### src/hdl/bbh_pkg.sv
package bbh_pkg;

	localparam int NGRAM_LEN   = 2;
	localparam int COUNT_BITS  = 32;
	localparam int TOTAL_BITS  = 40;
	localparam int QUERY_BITS  = 32;
	localparam int KEY_BITS    = 16;
	localparam int BYTE_BITS   = 8;
	localparam int FILL_BITS   = 2;
	localparam int MEM_DEPTH   = 2 ** KEY_BITS;

	localparam logic [BYTE_BITS-1:0] BYTE_NEWLINE = 8'h0A;
	localparam logic [BYTE_BITS-1:0] BYTE_CR      = 8'h0D;
	localparam logic [BYTE_BITS-1:0] BYTE_BF      = 8'hBF;

	localparam logic MODE_TEXT  = 1'b0;
	localparam logic MODE_QUERY = 1'b1;

	localparam logic [COUNT_BITS-1:0] COUNT_MAX = {COUNT_BITS{1'b1}};
	localparam logic [TOTAL_BITS-1:0] TOTAL_MAX = {TOTAL_BITS{1'b1}};
	localparam logic [FILL_BITS-1:0]  FILL_MAX  = {FILL_BITS{1'b1}};

	typedef enum logic [1:0] {
		ST_CLEAR,
		ST_IDLE,
		ST_UPDATE
	} bbh_state_t;

	typedef struct packed {
		logic clear_wr;
		logic accept;
		logic update;
	} bbh_cmd_t;

	typedef struct packed {
		logic clear_last;
	} bbh_status_t;

	function automatic logic byte_forbidden(input logic [BYTE_BITS-1:0] b);
		logic r;
		case (b)
			8'h20, 8'h5E, 8'h5B, 8'h5D, 8'h2C, 8'h2E, 8'h2D, 8'h3B,
			8'h3A, 8'h3F, 8'h21, 8'h5F, 8'h27, 8'h2A, 8'h28, 8'h29,
			8'h40, 8'h2B, 8'h24, 8'h22, 8'hC2, 8'hAB, 8'hBB: r = 1'b1;
			default: r = 1'b0;
		endcase
		return r;
	endfunction

	function automatic logic [BYTE_BITS-1:0] to_lower(input logic [BYTE_BITS-1:0] b);
		logic [BYTE_BITS-1:0] r;
		r = b;
		if (b >= 8'h41 && b <= 8'h5A) begin
			r = b + 8'h20;
		end
		return r;
	endfunction

endpackage

### src/hdl/bbh_ctrl.sv
module bbh_ctrl (
	input  logic                 clk,
	input  logic                 arst_n,
	input  logic                 req_valid,
	output logic                 req_ready,
	output logic                 rsp_valid,
	input  logic                 rsp_ready,
	input  bbh_pkg::bbh_status_t status,
	output bbh_pkg::bbh_cmd_t    cmd
);

	bbh_pkg::bbh_state_t state_q, state_d;
	logic                out_valid_q;

	always_ff @(posedge clk or negedge arst_n) begin
		if (!arst_n) begin
			state_q <= bbh_pkg::ST_CLEAR;
		end else begin
			state_q <= state_d;
		end
	end

	always_comb begin
		state_d   = state_q;
		req_ready = 1'b0;
		cmd       = '0;
		case (state_q)
			bbh_pkg::ST_CLEAR: begin
				cmd.clear_wr = 1'b1;
				if (status.clear_last) begin
					state_d = bbh_pkg::ST_IDLE;
				end
			end
			bbh_pkg::ST_IDLE: begin
				req_ready  = !out_valid_q || rsp_ready;
				cmd.accept = req_valid && req_ready;
				if (cmd.accept) begin
					state_d = bbh_pkg::ST_UPDATE;
				end
			end
			bbh_pkg::ST_UPDATE: begin
				cmd.update = 1'b1;
				state_d    = bbh_pkg::ST_IDLE;
			end
			default: begin
				state_d = bbh_pkg::ST_IDLE;
			end
		endcase
	end

	// result register valid
	always_ff @(posedge clk or negedge arst_n) begin
		if (!arst_n) begin
			out_valid_q <= 1'b0;
		end else if (cmd.update) begin
			out_valid_q <= 1'b1;
		end else if (rsp_ready) begin
			out_valid_q <= 1'b0;
		end
	end

	assign rsp_valid = out_valid_q;

	a_no_accept_in_clear: assert property (@(posedge clk) disable iff (!arst_n)
		state_q == bbh_pkg::ST_CLEAR |-> !req_ready)
		else $error("input taken during clear pass");
	a_accept_then_update: assert property (@(posedge clk) disable iff (!arst_n)
		cmd.accept |=> state_q == bbh_pkg::ST_UPDATE && !out_valid_q)
		else $error("accepted item not followed by update with free result slot");
	a_update_sets_valid: assert property (@(posedge clk) disable iff (!arst_n)
		cmd.update |=> out_valid_q)
		else $error("update did not produce a result");

endmodule

### config.mk
export PLATFORM = sky130hd
export DESIGN_NAME = bbh_ctrl
export DESIGN_NICKNAME = d
export VERILOG_FILES = /design/src/hdl/bbh_pkg.sv /design/src/hdl/bbh_ctrl.sv
export SDC_FILE = /design/constraint.sdc
export NUM_CORES = 1
export LEC_CHECK = 0
export BUFFER_PORTS_ARGS = -buffer_cell sky130_fd_sc_hd__buf_2
export CAP_MARGIN = 40
export CORE_AREA = 3 3 40 42
export CTS_CLUSTER_DIAMETER = 50
export DETAILED_ROUTE_END_ITERATION = 8
export DIE_AREA = 0 0 43 45
export GPL_ROUTABILITY_DRIVEN = 1
export HOLD_SLACK_MARGIN = 0.08
export MAX_ROUTING_LAYER = met4
export PLACE_DENSITY = 0.38
export SLEW_MARGIN = 25
export SYNTH_ARGS = -nofsm -noshare
export SYNTH_HDL_FRONTEND = slang
export SYNTH_SLANG_ARGS = --single-unit
export TNS_END_PERCENT = 30
### constraint.sdc
create_clock -name clk -period 1 [get_ports clk]
set_input_delay 0.05 -clock clk [delete_from_list [all_inputs] [get_ports clk]]
set_output_delay 0.05 -clock clk [all_outputs]
set_load 0.02 [all_outputs]
Yosys cells after proc, flatten, opt, wreduce, memory -nomap -nowiden
Cells that the tools add are included.
{"block": "totals", "ff_bits": 3, "inputBits": 5, "out_inout_bits": 5, "word_cells": 21}
{"block": "op_classes", "n_eq_ne": 4, "muxes": 9, "n_reduce_logical": 6}
{"cell": "$mux W1", "count": 6}
{"cell": "$mux W2", "count": 2}
{"cell": "$ne A2 B2 Y1 const B", "count": 2}
{"cell": "$pmux W2 S2", "count": 1}
{"cell": "$eq A2 B1 Y1 const B", "count": 1}
{"cell": "$eq A2 B2 Y1 const B", "count": 1}
{"cell": "$logic_not A2 Y1", "count": 1}
{"cell": "$reduce_and A2 Y1", "count": 1}
{"cell": "$reduce_bool A2 Y1", "count": 1}
{"cell": "$logic_and A1 B1 Y1", "count": 1}
{"cell": "$logic_not A1 Y1", "count": 1}
{"cell": "$logic_or A1 B1 Y1", "count": 1}

Logic depth before layout (Yosys ltp)
{"block": "depth", "depth_word": 5, "mapped_depth": 3, "ltp_nobuf": 3}

Least setup slack after synthesis
Ideal clock, no wire load.
{"block": "synth_timing", "kind": "reg-to-output", "startpoint": "reg out_valid_q, in the netlist rsp_valid", "endpoint": "out cmd[1] (netlist name)", "arrival_ns": 1.042, "required_time_ns": 0.950, "path_slack_ns": -0.092, "path_stages_with_launch": 4, "path_buffers": 0, "cell_sequence": "dfrtp_1 > nand2b_4 > and3b_4 > and2_1"}
{"item": "start, declared", "line": "bbh_ctrl.sv:13", "rtl": "logic out_valid_q;"}
{"item": "start signal, assigned", "line": "bbh_ctrl.sv:54", "rtl": "out_valid_q <= 1'b0;"}
{"item": "start signal, assigned", "line": "bbh_ctrl.sv:56", "rtl": "out_valid_q <= 1'b1;"}
{"item": "start signal, assigned", "line": "bbh_ctrl.sv:58", "rtl": "out_valid_q <= 1'b0;"}
{"item": "end, declared", "line": "bbh_ctrl.sv:9", "rtl": "output bbh_pkg::bbh_cmd_t cmd"}

==> flow_summary.ini <==
[pwr]
power_frac_clock = 0.234
netSwitchingPower_mw = 0.332
swShare = 0.368
power_frac_seq = 0.250
peakVddDrop_mv = 1.00
powerDensity_nw_per_um2 = 3150
cellLeakagePower_nw = 0.143
p_comb_frac = 0.516
intPower_mw = 0.570

[synth]
synth_top_family_by_area = simple AND/OR/NAND/NOR gates
syn_avg_cell_area_um2 = 11.3
post-synth-top-area-cell = dfrtp_1
synthTopCellsByArea = dfrtp_1 51%, nand2b_4 9.4%, and2_1 8.5%
synth_top_area_frac = 0.513
synth_cells = 13
yosysWarningCount = 0
ys_seq_area_frac = 0.513
synth_area_um2 = 146
synthSimpleGateAreaFrac = 0.444
synth_compound_area_frac = 0.0427
synth_cell_types = 9
synthMuxAreaShare = 0
synth_xor_area_frac = 0
syn-num-nets = 18
yosys.area_share.adder = 0
yosys_register_bits = 3

[placement]
dp_cells = 38
placed_area_um2 = 221
dp.final_hpwl_um = 285
io_buffers = 9
place.gp.congestion = 0.658

[critical_path]
cp-end-kind = output pin
critPathMaxFanout = 3
crit_type = flop to output pin
r2r_cells = 4
start_kind = flop
worstPathRequired_ns = 0.95
cp.arrival_ns = 1.15

[run_status]
violations = negative setup slack
status = complete, but fails checks

[flow_run]
maxCapViolCount = 0

[grt]
track_usage = 0.0541
grt_overflow = 0
grt_pass1_vias = 160
antenna_found_initial = 0
grt_max_degree = 6
grt_pass1_wl_um = 648

[final_layout]
final_cell_mix = 6 x buf_2, 4 x buf_4, 3 x clkbuf_4
layout_commonest_cell = buf_2
seqCellArea_um2 = 76.3
multi_input_area_um2 = 73.8
design_area_um2 = 287
drive_gt1_frac = 0.600
fillCellCount = 147
layout.cells.non_filler = 45
final_nets = 36
area_delta_synth_final_pct = 95.7
fin_util = 0.223
num_antenna_cells = 0

[cts]
clk_latency_ns = 0.23
path_clk_slew_ns = 0.04
htree_levels = 1
tritoncts = done
cts_sinks = 3
cts_buffer_depth = 2
cts-root-buf = clkbuf_4
cts_made_buffers = 3

[timing]
final_hold_viol_count = 0
setup-violations-final = 4
timing.fmax_mhz = 835
clock_skew_ns = 0.00185
period_minus_slack_ns = 1.20
finalMaxSlewViolations = 0
grt_setup_unrepaired = true
max_slew.worst_pin.slew_ns = 0.151
period_share = 1.20
finalWorstSetupSlack_ns = -0.198
whs_ns = 0.140
slew_headroom = 0.899

[drt]
drtAntennaViolNets = 0
routed_via_density = 3.38
dr.pass1.iters = 1
wl_per_cell_um = 8.18
via_count = 152
drt_wl_total_um = 368
drtIter0Drc = 0
route.detailed.drc = 0

[floorplanning]
die_w_um = 43
start_util = 0.114
core_region_area_um2 = 1280
io_pins = 10
die_h_um = 45
die-area_um2 = 1940
num_rows = 13

[min_path]
hold_class = input port to asynchronous set/reset pin
## cell usage after synthesis
master    count
a31oi_1       1
and2_1        2
and3b_4       1
dfrtp_1       3
nand2b_1      1
nand2b_4      1
nor2_1        2
nor2b_1       1
or2_1         1
## metrics by stage
step | total power [mW] | setup WS (ns) | TNS [ns]
floorplan | 0.499 | 0.00000278 | 0
global placement | 0.637 | 0.00439 | 0
detailed placement | 0.642 | -0.00835 | -0.00835
CTS | 0.917 | -0.215 | -0.446
global route | 0.970 | -0.252 | -0.630
finish | 0.902 | -0.198 | -0.379
## routing by layer
metal / track usage / up-vias / routed length, um
met5: - / - / 0
met1: 0.0580 / 63 / 157
li1: - / 78 / -
met4: 0.0361 / 0 / 0
met2: 0.0509 / 11 / 132
met3: 0.0637 / 0 / 78
## flip-flops by register name, summed over array words and instances (netlist names)
| name | count |
|---|---|
| state_q | 2 |
| rsp_valid | 1 |
## cell families (layout without fill, tap and decap cells)
logic type / count (synthesis) / after routing
buf+inv: 0 / 17
flops: 3 / 3
simple gates: 9 / 9
compound gates: 1 / 1
## worst paths after layout
check / startpoint / endpoint / slack [ns]
setup / recovery: rsp_valid$_DFFE_PN0P_ / cmd[1] / -0.20
hold / removal: arst_n / state_q[0]$_DFFE_PN0P_ / 0.14
setup reg to reg: rsp_valid$_DFFE_PN0P_ / state_q[0]$_DFFE_PN0P_ / 0.03
hold reg to reg: state_q[1]$_DFFE_PN0P_ / state_q[0]$_DFFE_PN0P_ / 0.56
max in group asynchronous: arst_n / rsp_valid$_DFFE_PN0P_ / 0.74
min in group clk: status / state_q[0]$_DFFE_PN0P_ / 0.17
## area by class of cell
| cell class | count | area share |
|---|---|---|
| Sequential cell | 3 | 0.266 |
| Multi-Input combinational cell | 10 | 0.258 |
| Timing Repair Buffer | 13 | 0.319 |
| Tap cell | 15 | 0.0655 |
| Clock buffer | 4 | 0.0917 |
## critical path, stage by stage, from the launching register on
cell and delay [ns]:
dfrtp_2 0.41, nand2b_4 0.07, and3b_4 0.19, and2_4 0.14, buf_6 0.11
## power by group through the flow
stage          registers (mW)  logic [mW]  clock network (mW)
5_1_grt                 0.236       0.505               0.230
3_3_place_gp            0.227       0.409                   0
6_report                0.226       0.466               0.211
3_5_place_dp            0.230       0.412                   0
2_1_floorplan           0.244       0.254                   0
4_1_cts                 0.227       0.467               0.223
## timing repair
action                                 in CTS  in global routing
hold buffers                                2                  0
resized for setup                           3                  1
setup endpoints to repair                   4                  5
setup buffers                               1                  0
endpoints found under the hold margin       4                  0
gates cloned                                0                  0
Note: power is estimated with default switching activity, not from simulation.
